<file path="src/rtl/core/fqm_pkg.sv">
`timescale 1ns / 1ps
// ----------------------------------------------------------------------------
// fqm_pkg: shared types and constants of the queued mutex
// Request and response beat layouts, status and mode codes, queue sizing and
// the write port record of the waiter store.
// ----------------------------------------------------------------------------
package fqm_pkg;

    localparam int QUEUE_DEPTH = 15;
    localparam int IDX_W       = (QUEUE_DEPTH > 1) ? $clog2(QUEUE_DEPTH) : 1;
    localparam int CNT_W       = $clog2(QUEUE_DEPTH + 1);
    localparam int ID_W        = 8;

    localparam logic [1:0] MODE_INIT   = 2'd0;
    localparam logic [1:0] MODE_LOCK   = 2'd1;
    localparam logic [1:0] MODE_UNLOCK = 2'd2;

    localparam logic [2:0] ST_OK            = 3'd0;
    localparam logic [2:0] ST_QUEUED        = 3'd1;
    localparam logic [2:0] ST_NOT_INIT      = 3'd2;
    localparam logic [2:0] ST_ALREADY_OWNER = 3'd3;
    localparam logic [2:0] ST_NOT_OWNER     = 3'd4;
    localparam logic [2:0] ST_FULL          = 3'd5;
    localparam logic [2:0] ST_ALREADY_INIT  = 3'd6;

    typedef struct packed {
        logic [1:0]      mode;
        logic [ID_W-1:0] thread_id;
    } req_t;

    typedef struct packed {
        logic [2:0]      status;
        logic            wake_valid;
        logic [ID_W-1:0] wake_id;
    } rsp_t;

    typedef struct packed {
        logic             en;
        logic [IDX_W-1:0] addr;
        logic [ID_W-1:0]  data;
    } qwr_t;

endpackage

</file>
<file path="src/rtl/core/fifo_queued_mutex.sv">
`timescale 1ns / 1ps
// ----------------------------------------------------------------------------
// fifo_queued_mutex: hardware mutex with a FIFO of waiting thread ids
// Request register, combinational decision and response register.
// ----------------------------------------------------------------------------
// A request beat (mode, thread_id) is captured in an input register and
// decided there, against the owner, the initialised flag and a 15-entry
// circular queue of waiters. Its response beat is then loaded into an output
// register and offered from there. One request is handled per cycle, so the
// block sustains one beat per clock while responses are taken.
// While a response waits untaken, the next request that has a response is
// held in the input register, and the request side stalls until the output
// register is freed. A request with the unused mode 3 is consumed without a
// response. Queue slots are held in plain registers with no reset.
module fifo_queued_mutex (
    input  logic           clk,
    input  logic           rst_n,
    input  logic           req_valid,
    output logic           req_ready,
    input  fqm_pkg::req_t  req,
    output logic           rsp_valid,
    input  logic           rsp_ready,
    output fqm_pkg::rsp_t  rsp
);

    logic                        in_valid_reg;
    fqm_pkg::req_t               in_data_reg;
    logic                        out_valid_reg;
    fqm_pkg::rsp_t               out_data_reg;
    logic                        out_free;
    logic                        has_rsp;
    logic                        fire;
    logic [fqm_pkg::IDX_W-1:0]   head_idx;
    logic [fqm_pkg::ID_W-1:0]    head_data;
    fqm_pkg::qwr_t               qwr;
    fqm_pkg::rsp_t               rsp_next;

    assign out_free  = !out_valid_reg || rsp_ready;
    assign has_rsp   = (in_data_reg.mode == fqm_pkg::MODE_INIT)
                    || (in_data_reg.mode == fqm_pkg::MODE_LOCK)
                    || (in_data_reg.mode == fqm_pkg::MODE_UNLOCK);
    // A beat with no response never waits for the output side.
    assign fire      = in_valid_reg && (out_free || !has_rsp);
    assign req_ready = !in_valid_reg || fire;

    fqm_ctrl u_ctrl (
        .clk       (clk),
        .rst_n     (rst_n),
        .fire      (fire),
        .req       (in_data_reg),
        .head_data (head_data),
        .head_idx  (head_idx),
        .wr        (qwr),
        .rsp       (rsp_next)
    );

    fqm_queue u_queue (
        .clk     (clk),
        .wr      (qwr),
        .rd_addr (head_idx),
        .rd_data (head_data)
    );

    always_ff @(posedge clk or negedge rst_n)
    begin
        if (!rst_n)
        begin
            in_valid_reg  <= 1'b0;
            out_valid_reg <= 1'b0;
        end
        else
        begin
            if (req_ready)
            begin
                in_valid_reg <= req_valid;
            end
            if (fire && has_rsp)
            begin
                out_valid_reg <= 1'b1;
            end
            else if (rsp_ready)
            begin
                out_valid_reg <= 1'b0;
            end
        end
    end

    always_ff @(posedge clk)
    begin
        if (req_ready && req_valid)
        begin
            in_data_reg <= req;
        end
        if (fire && has_rsp)
        begin
            out_data_reg <= rsp_next;
        end
    end

    assign rsp_valid = out_valid_reg;
    assign rsp       = out_data_reg;

endmodule

</file>
<file path="src/rtl/core/fqm_queue.sv">
`timescale 1ns / 1ps
// ----------------------------------------------------------------------------
// fqm_queue: waiter id store
// One slot per queue entry, written at the tail and read at the head.
// ----------------------------------------------------------------------------
module fqm_queue (
    input  logic                         clk,
    input  fqm_pkg::qwr_t                wr,
    input  logic [fqm_pkg::IDX_W-1:0]    rd_addr,
    output logic [fqm_pkg::ID_W-1:0]     rd_data
);

    logic [fqm_pkg::ID_W-1:0] slot_reg [fqm_pkg::QUEUE_DEPTH];

    // Slots hold no meaning until a lock has written them, so no reset.
    always_ff @(posedge clk)
    begin
        if (wr.en)
        begin
            slot_reg[wr.addr] <= wr.data;
        end
    end

    assign rd_data = slot_reg[rd_addr];

endmodule

</file>
<file path="src/rtl/core/fqm_ctrl.sv">
`timescale 1ns / 1ps
// ----------------------------------------------------------------------------
// fqm_ctrl: mutex state and request decision
// Holds the initialised flag, owner id and queue pointers, and works out the
// response and state update for one request combinationally.
// ----------------------------------------------------------------------------
module fqm_ctrl (
    input  logic                         clk,
    input  logic                         rst_n,
    input  logic                         fire,
    input  fqm_pkg::req_t                req,
    input  logic [fqm_pkg::ID_W-1:0]     head_data,
    output logic [fqm_pkg::IDX_W-1:0]    head_idx,
    output fqm_pkg::qwr_t                wr,
    output fqm_pkg::rsp_t                rsp
);

    logic                        is_valid_reg, is_valid_next;
    logic [fqm_pkg::ID_W-1:0]    owner_reg, owner_next;
    logic [fqm_pkg::IDX_W-1:0]   head_reg, head_next;
    logic [fqm_pkg::IDX_W-1:0]   tail_reg, tail_next;
    logic [fqm_pkg::CNT_W-1:0]   count_reg, count_next;
    logic [fqm_pkg::IDX_W-1:0]   head_inc, tail_inc;
    logic                        queue_full, queue_empty;

    assign head_inc = (head_reg == fqm_pkg::IDX_W'(fqm_pkg::QUEUE_DEPTH - 1))
                    ? '0 : head_reg + 1'b1;
    assign tail_inc = (tail_reg == fqm_pkg::IDX_W'(fqm_pkg::QUEUE_DEPTH - 1))
                    ? '0 : tail_reg + 1'b1;
    assign queue_full  = (count_reg == fqm_pkg::CNT_W'(fqm_pkg::QUEUE_DEPTH));
    assign queue_empty = (count_reg == '0);
    assign head_idx    = head_reg;

    always_comb
    begin
        is_valid_next  = is_valid_reg;
        owner_next     = owner_reg;
        head_next      = head_reg;
        tail_next      = tail_reg;
        count_next     = count_reg;
        wr.en          = 1'b0;
        wr.addr        = tail_reg;
        wr.data        = req.thread_id;
        rsp.status     = fqm_pkg::ST_OK;
        rsp.wake_valid = 1'b0;
        rsp.wake_id    = '0;

        case (req.mode)
            fqm_pkg::MODE_INIT:
            begin
                if (is_valid_reg)
                begin
                    rsp.status = fqm_pkg::ST_ALREADY_INIT;
                end
                else
                begin
                    is_valid_next = 1'b1;
                    owner_next    = '0;
                    head_next     = '0;
                    tail_next     = '0;
                    count_next    = '0;
                end
            end
            fqm_pkg::MODE_LOCK:
            begin
                if (!is_valid_reg)
                begin
                    rsp.status = fqm_pkg::ST_NOT_INIT;
                end
                else if (owner_reg == req.thread_id)
                begin
                    rsp.status = fqm_pkg::ST_ALREADY_OWNER;
                end
                else if (owner_reg == '0 && queue_empty)
                begin
                    owner_next = req.thread_id;
                end
                else if (!queue_full)
                begin
                    // A free mutex with waiters still queues the newcomer.
                    wr.en      = 1'b1;
                    tail_next  = tail_inc;
                    count_next = count_reg + 1'b1;
                    rsp.status = fqm_pkg::ST_QUEUED;
                end
                else
                begin
                    rsp.status = fqm_pkg::ST_FULL;
                end
            end
            fqm_pkg::MODE_UNLOCK:
            begin
                if (!is_valid_reg)
                begin
                    rsp.status = fqm_pkg::ST_NOT_INIT;
                end
                else if (owner_reg != req.thread_id)
                begin
                    rsp.status = fqm_pkg::ST_NOT_OWNER;
                end
                else if (queue_empty)
                begin
                    owner_next = '0;
                end
                else
                begin
                    owner_next     = head_data;
                    head_next      = head_inc;
                    count_next     = count_reg - 1'b1;
                    rsp.wake_valid = 1'b1;
                    rsp.wake_id    = head_data;
                end
            end
            default:
            begin
                // Unused mode: consumed without effect or response.
            end
        endcase

        if (!fire)
        begin
            wr.en = 1'b0;
        end
    end

    always_ff @(posedge clk or negedge rst_n)
    begin
        if (!rst_n)
        begin
            is_valid_reg <= 1'b0;
            owner_reg    <= '0;
            head_reg     <= '0;
            tail_reg     <= '0;
            count_reg    <= '0;
        end
        else if (fire)
        begin
            is_valid_reg <= is_valid_next;
            owner_reg    <= owner_next;
            head_reg     <= head_next;
            tail_reg     <= tail_next;
            count_reg    <= count_next;
        end
    end

endmodule

</file>
<file path="config.mk">
export PLATFORM = sky130hd
export DESIGN_NAME = fifo_queued_mutex
export DESIGN_NICKNAME = d
export VERILOG_FILES = /design/src/rtl/core/fqm_pkg.sv /design/src/rtl/core/fifo_queued_mutex.sv /design/src/rtl/core/fqm_queue.sv /design/src/rtl/core/fqm_ctrl.sv
export SDC_FILE = /design/constraint.sdc
export NUM_CORES = 1
export LEC_CHECK = 0
export BUFFER_PORTS_ARGS = -buffer_cell sky130_fd_sc_hd__buf_2
export CAP_MARGIN = 10
export CORE_UTILIZATION = 30
export CTS_BUF_LIST = sky130_fd_sc_hd__clkbuf_4 sky130_fd_sc_hd__clkbuf_8 sky130_fd_sc_hd__clkbuf_16
export DETAILED_ROUTE_END_ITERATION = 8
export GPL_ROUTABILITY_DRIVEN = 1
export HOLD_SLACK_MARGIN = 0.15
export PLACE_DENSITY = 0.56
export REMOVE_ABC_BUFFERS = 1
export SLEW_MARGIN = 0
export SYNTH_ARGS = -nofsm -noshare
export SYNTH_HDL_FRONTEND = slang
export SYNTH_SLANG_ARGS = --single-unit
export TNS_END_PERCENT = 50
</file>
<file path="constraint.sdc">
create_clock -name clk -period 3.6 [get_ports clk]
set_clock_uncertainty 0.2 [all_clocks]
set_input_delay 0 -clock clk [delete_from_list [all_inputs] [get_ports clk]]
set_output_delay 0 -clock clk [all_outputs]
set_load 0.02 [all_outputs]
</file>
* Word level (Yosys, flattened, before mapping) *
Memories as Yosys holds them, arrays and structs flattened.
Cells that the tools add are included.

cells by class
  bitwise operators = 2
  equal/unequal tests = 16
  muxes and demuxes = 47
  reductions and logical operators = 26
  $add $sub $neg = 4

operators with widths
  cell                   number
  $mux W4                17
  $mux W8                7
  $pmux W8 S3            1
  $mux W3                7
  $pmux W4 S2            2
  $add A4 B1 Y4 const B  3
  $eq A4 B4 Y1 const B   3
  $ne A2 B2 Y1 const B   6
  $pmux W4 S3            1
  $mux W1                10
  $reduce_and A10 Y1     1
  $mux W9                1
  $pmux W3 S3            1
  $eq A8 B8 Y1           1
  $logic_not A8 Y1       1
  $ne A8 B8 Y1           1
  $reduce_and A8 Y1      1
  $reduce_and A7 Y1      1
  $ne A2 B1 Y1 const B   3
  $reduce_and A6 Y1      1
  $reduce_bool A2 Y1     3
  $logic_or A1 B1 Y1     5
  $logic_and A1 B1 Y1    4
  $logic_not A4 Y1       1
  10 further kinds       13

storage, ports and cells
  RAM bits = 120
  bits of input ports = 14
  output and inout bits = 14
  memories = 1
  word-level logic and storage cells = 108
  register bits = 45

memories
  name              depth  bits a word  read ports  clocked after Yosys merged registers in  write ports  RTL line         source
  u_queue.slot_reg  15     8            1           0                                        1            fqm_queue.sv:13  logic [fqm_pkg::ID_W-1:0] slot_reg [fqm_pkg::QUEUE_DEPTH];

* Longest topological paths before layout *
  word-level depth = 9
  depth in mapped cells = 8
  mapped depth without buffers = 8

* Modules after synthesis *
Synthesis repeated with hierarchy kept, for this count alone.

unflattened totals
  cell total of the unflattened synthesis = 446
  area, all modules = 7228.2 µm²

by module, submodules not included
  module             sequential area each (µm²)  area an instance (µm²)  times used  cells an instance
  fqm_queue          3603.5                      4705.8                  1           221
  fqm_ctrl           525.5                       1736.7                  1           191
  fifo_queued_mutex  710.7                       785.8                   1           34

* Worst setup path before layout *
OpenSTA, ideal clock, no wires.

  path type = register -> register
  start point = register in_data_reg[4] (netlist name)
  end point = memory u_queue.slot_reg[0][0] (netlist name), enable pin
  clock period less this slack = 2.855 ns
  data arrival time = 2.260 ns
  setup slack = 0.745 ns
  cell stages (with the launch flop) = 7
  buffers on the path = 1
  required time = 3.005 ns
  library setup time = 0.395 ns
  cells stage by stage = edfxtp_1 > xnor2_1 > and4_1 > buf_2 > a21oi_2 > nand2_1 > nor4_1

between the ends
  cells in the longest elaborated chain, start to end = 7

ends and longest elaborated chain
  item                           RTL line                 source
  from (decl)                    fifo_queued_mutex.sv:27  fqm_pkg::req_t in_data_reg;
  from (signal assigned)         fifo_queued_mutex.sv:92  in_data_reg <= req;
  $eq A8 B8 Y1                   fqm_ctrl.sv:70           else if (owner_reg == req.thread_id)
  $mux W1                        fqm_ctrl.sv:70
  $mux W1                        fqm_ctrl.sv:66           if (!is_valid_reg)
  $mux W1                        fqm_ctrl.sv:48           case (req.mode)
  $mux W1                        fqm_ctrl.sv:120          if (!fire)
  $mux W1                        fqm_queue.sv:18          if (wr.en)
  $mux W1 (implied by the code)  fqm_queue.sv:20          slot_reg[wr.addr] <= wr.data;
  to (decl)                      fqm_queue.sv:13

No other way between the ends.

* Worst setup path after layout *
  start point = register in_data_reg[8] (netlist name)
  end point = register u_ctrl.head_reg, in the netlist u_ctrl.head_idx[3]

between the ends
  cells in the longest elaborated chain, start to end = 7
  elaborated cells between the ends (all ways) = 15
  classes of those cells = 6 x eq/ne; 1 x mux; 8 x reduce/logical

ends and longest elaborated chain
  item                                              RTL line                                                          source
  $eq A2 B1 Y1 or $logic_not A2 Y1 (tied branches)  fifo_queued_mutex.sv:40, fifo_queued_mutex.sv:39, fqm_ctrl.sv:48
  $logic_or A1 B1 Y1                                fifo_queued_mutex.sv:40                                           || (in_data_reg.mode == fqm_pkg::MODE_LOCK)
  $logic_or A1 B1 Y1                                fifo_queued_mutex.sv:41                                           || (in_data_reg.mode == fqm_pkg::MODE_UNLOCK);
  $logic_not A1 Y1                                  fifo_queued_mutex.sv:43                                           assign fire = in_valid_reg && (out_free || !has_rsp);
  $logic_or A1 B1 Y1                                fifo_queued_mutex.sv:43
  $logic_and A1 B1 Y1                               fifo_queued_mutex.sv:43
  $reduce_and A6 Y1 (no source line)                -
  to (signal assigned)                              fqm_ctrl.sv:140                                                   head_reg <= head_next;
  to (decl)                                         fqm_ctrl.sv:20                                                    logic [fqm_pkg::IDX_W-1:0] head_reg, head_next;

Several ways; a longest one is shown, not always the timed one.
A chain may end at the register's enable or synchronous reset.

==> out/summary.txt <==
DR vias - 4419
Yosys warning count - 0
post-route ant nets - 0
CP Data Arrival Time - 3.09 ns
Final Cycle Share - 81.6%
CP required - 3.76 ns
relative slew slack - 28.6%
DRC - 0
starting density of the core - 30.7%
Total Routing Usage GR - 14.9%
Peak Freq - 0.340 GHz
FF+latch count, synth - 165
Root Buffer - clkbuf_16
vias in the first global route - 4407
Synth Area per Inst - 15.2 um2
LEAKAGE - 2.93 nW
post-detailed-route via-to-cell ratio - 5.02
Worst Max-Slew Pin Slew - 1.07 ns
first-pass GRT wire length - 26300 um
die height - 157 um
CTS tree - done
Ports - 28
fin. max-slew vios - 0
WL per Instance - 19.6 um
Die X - 157 um
Yosys top cell by area - edfxtp_1
Synth Flop Type - edfxtp_1
fin nets - 572
Final GP Congestion - 0.818
Post-synth EDFFs - 142
clock period minus worst slack - 2.94 ns
max cap viols - 0
top cell type's share of synthesized area - 58.8%
total CTS buffers - 17
post-route setup TNS - 0 ns
Antenna Cells - 0
dpl ws - 0.685 ns
Final Hold Vio Count - 0
most frequent cells in the layout - edfxtp_1 (142), nand2_1 (34), buf_2 (27)
Mapped Cells - 477
Critical Path Fanout Max - 14
Routed WL - 17300 um
share of cells above drive strength 1 - 21.2%
reg2reg start - in_data_reg[8]$_DFFE_PP_
Async SR Flop Fraction - 13.9%
Max VDD drop - 0.248 mV
CP startpoint - in_data_reg[8]$_DFFE_PP_
Die ar. - 24800 um2
post-synthesis cell type count - 62
final setup fails - 0
critical hold path startpoint - rsp_ready
initial antenna violation count - 0
total grt overflow - 0
Worst Setup Slack, final - 0.663 ns
status - completed
Crit Path Category - reg2reg
drt first-iter violations - 394
largest net degree at the start of global routing - 45
slowest CP cell - ha_1
CP startpoint kind - flop
max reg flops - 120
Area Overhead vs Synth - 21.3%
Port Buf Inserts - 27
Initial DRT Pass Iterations - 7
Cell Chain, Critical Path - inv_1 -> ha_1 -> o41ai_2 -> nor3_2 -> inv_1 -> o41ai_1 -> a22o_1
RSZ-0062 raised after global routing - no
H-tree depth - 4
clk buf depth - 2
clock slew at reported path FFs - 0.07 ns
largest cells by area after synthesis - edfxtp_1 (59%), dfrtp_1 (7.9%), mux4_2 (5.0%), mux2i_1 (3.6%), nand2_1 (1.8%)
Worst-Skew Late Latency - 0.42 ns
row count - 56
crit end category - flop
sequential fraction of the synthesis area - 66.8%
commonest non-fill, non-tap cell in the layout - edfxtp_1
Num Clock Sinks - 165
Min-Delay Path Class - in2reg
core box area - 23600 um2
post-cts sizing count - 0
most frequent CP cell - inv_1
DP Wirelength - 11900 um
mapped cell area - 7250 um2
Crit path largest cell delay - 0.58 ns
pwr/cell area - 564 nW/um2
## through the flow
step | instance area [um2] | hold slack (ns) | instances | utilization (%) | power (mW)
after floorplan | 7110 | -0.496 | 452 | - | 2.71
after global placement | 7840 | -0.189 | 822 | 33.2 | 2.91
after detailed placement | 7840 | -0.180 | 822 | 33.2 | 2.93
after CTS | 8790 | 0.260 | 881 | 37.2 | 4.99
after global routing | 8790 | 0.322 | 881 | 37.2 | 5.13
final | 8790 | 0.324 | 881 | 37.2 | 4.95
## power by group
group          switching [mW]  leakage, nW  internal [mW]
clock                   0.723        0.328           1.32
combinational           0.356         1.01          0.243
sequential              0.128         1.59           2.19
total                    1.21         2.93           3.75
## cells in the mapped netlist (4+ instances only)
| master | number |
|---|---|
| edfxtp_1 | 142 |
| nand2_1 | 34 |
| mux2i_1 | 26 |
| dfrtp_1 | 23 |
| a211oi_1 | 16 |
| mux4_2 | 16 |
| a21oi_1 | 14 |
| inv_1 | 14 |
| nor2_1 | 13 |
| o21ai_0 | 12 |
| clkbuf_1 | 11 |
| nor4_1 | 9 |
| o2bb2ai_1 | 9 |
| xnor2_1 | 9 |
| a22oi_1 | 8 |
| and2_1 | 8 |
| ha_1 | 8 |
| o211a_1 | 8 |
| o22ai_1 | 8 |
| buf_2 | 6 |
| nand2b_1 | 6 |
| nand3_1 | 6 |
| nor3_1 | 6 |
| buf_4 | 5 |
| nand4_1 | 4 |
| nor2b_1 | 4 |
## cell type report
class	instances	area (um2)
well taps	319	399
repair buffers	78	608
fillers	2231	14800
multi-input cells	273	2220
flip-flops and latches	165	4840
clock buffers	19	440
inverters	14	52.6
clock inverters	13	229
## worst paths after layout
kind	endpoint	slack, ns	cells after the start
hold / removal	rsp_valid$_DFFE_PN0P_	0.32	4
hold reg to reg	u_ctrl.owner_reg[2]$_DFFE_PN0P_	0.35	1
setup reg to reg	u_ctrl.head_idx[3]$_DFFE_PN0P_	0.66	7
min in group asynchronous	u_ctrl.is_valid_reg$_DFFE_PN0P_	0.40	4
max in group asynchronous	u_ctrl.owner_reg[3]$_DFFE_PN0P_	2.65	4
setup / recovery	u_ctrl.head_idx[3]$_DFFE_PN0P_	0.66	7
## critical path: cells and delay by family (launching register included)
family / cells / cell delay [ns]
DFF: 1 / 0.42
and+or+nand+nor: 1 / 0.58
adders and majority gates: 1 / 0.58
buffers and inverters: 2 / 0.20
AOI/OAI and AO/OA: 3 / 0.88
## per-layer routing
layer  vias to the layer above  wire length [um]  global-route usage (%)
met5                         -                 0                       0
met4                         0               476                    6.66
met3                        23              1020                    3.77
met2                       164              7890                    22.2
met1                      2208              7910                    20.3
li1                       2024                 -                       -
## kinds of logic after synthesis
logic type | synth area share (%)
adders and majority gates | 1.66
buffers and inverters | 2.59
AOI/OAI and AO/OA | 10.4
muxes | 9.23
and+or+nand+nor | 8.20
xor gates and xnor gates | 1.21
DFF | 66.8
## timing repair
action / 4_1_cts / 5_1_grt
endpoints found under the hold margin: 46 / 0
hold buffers: 27 / 0
buffers inserted: 0 / 0
Note: power is estimated with default switching activity, not from simulation.
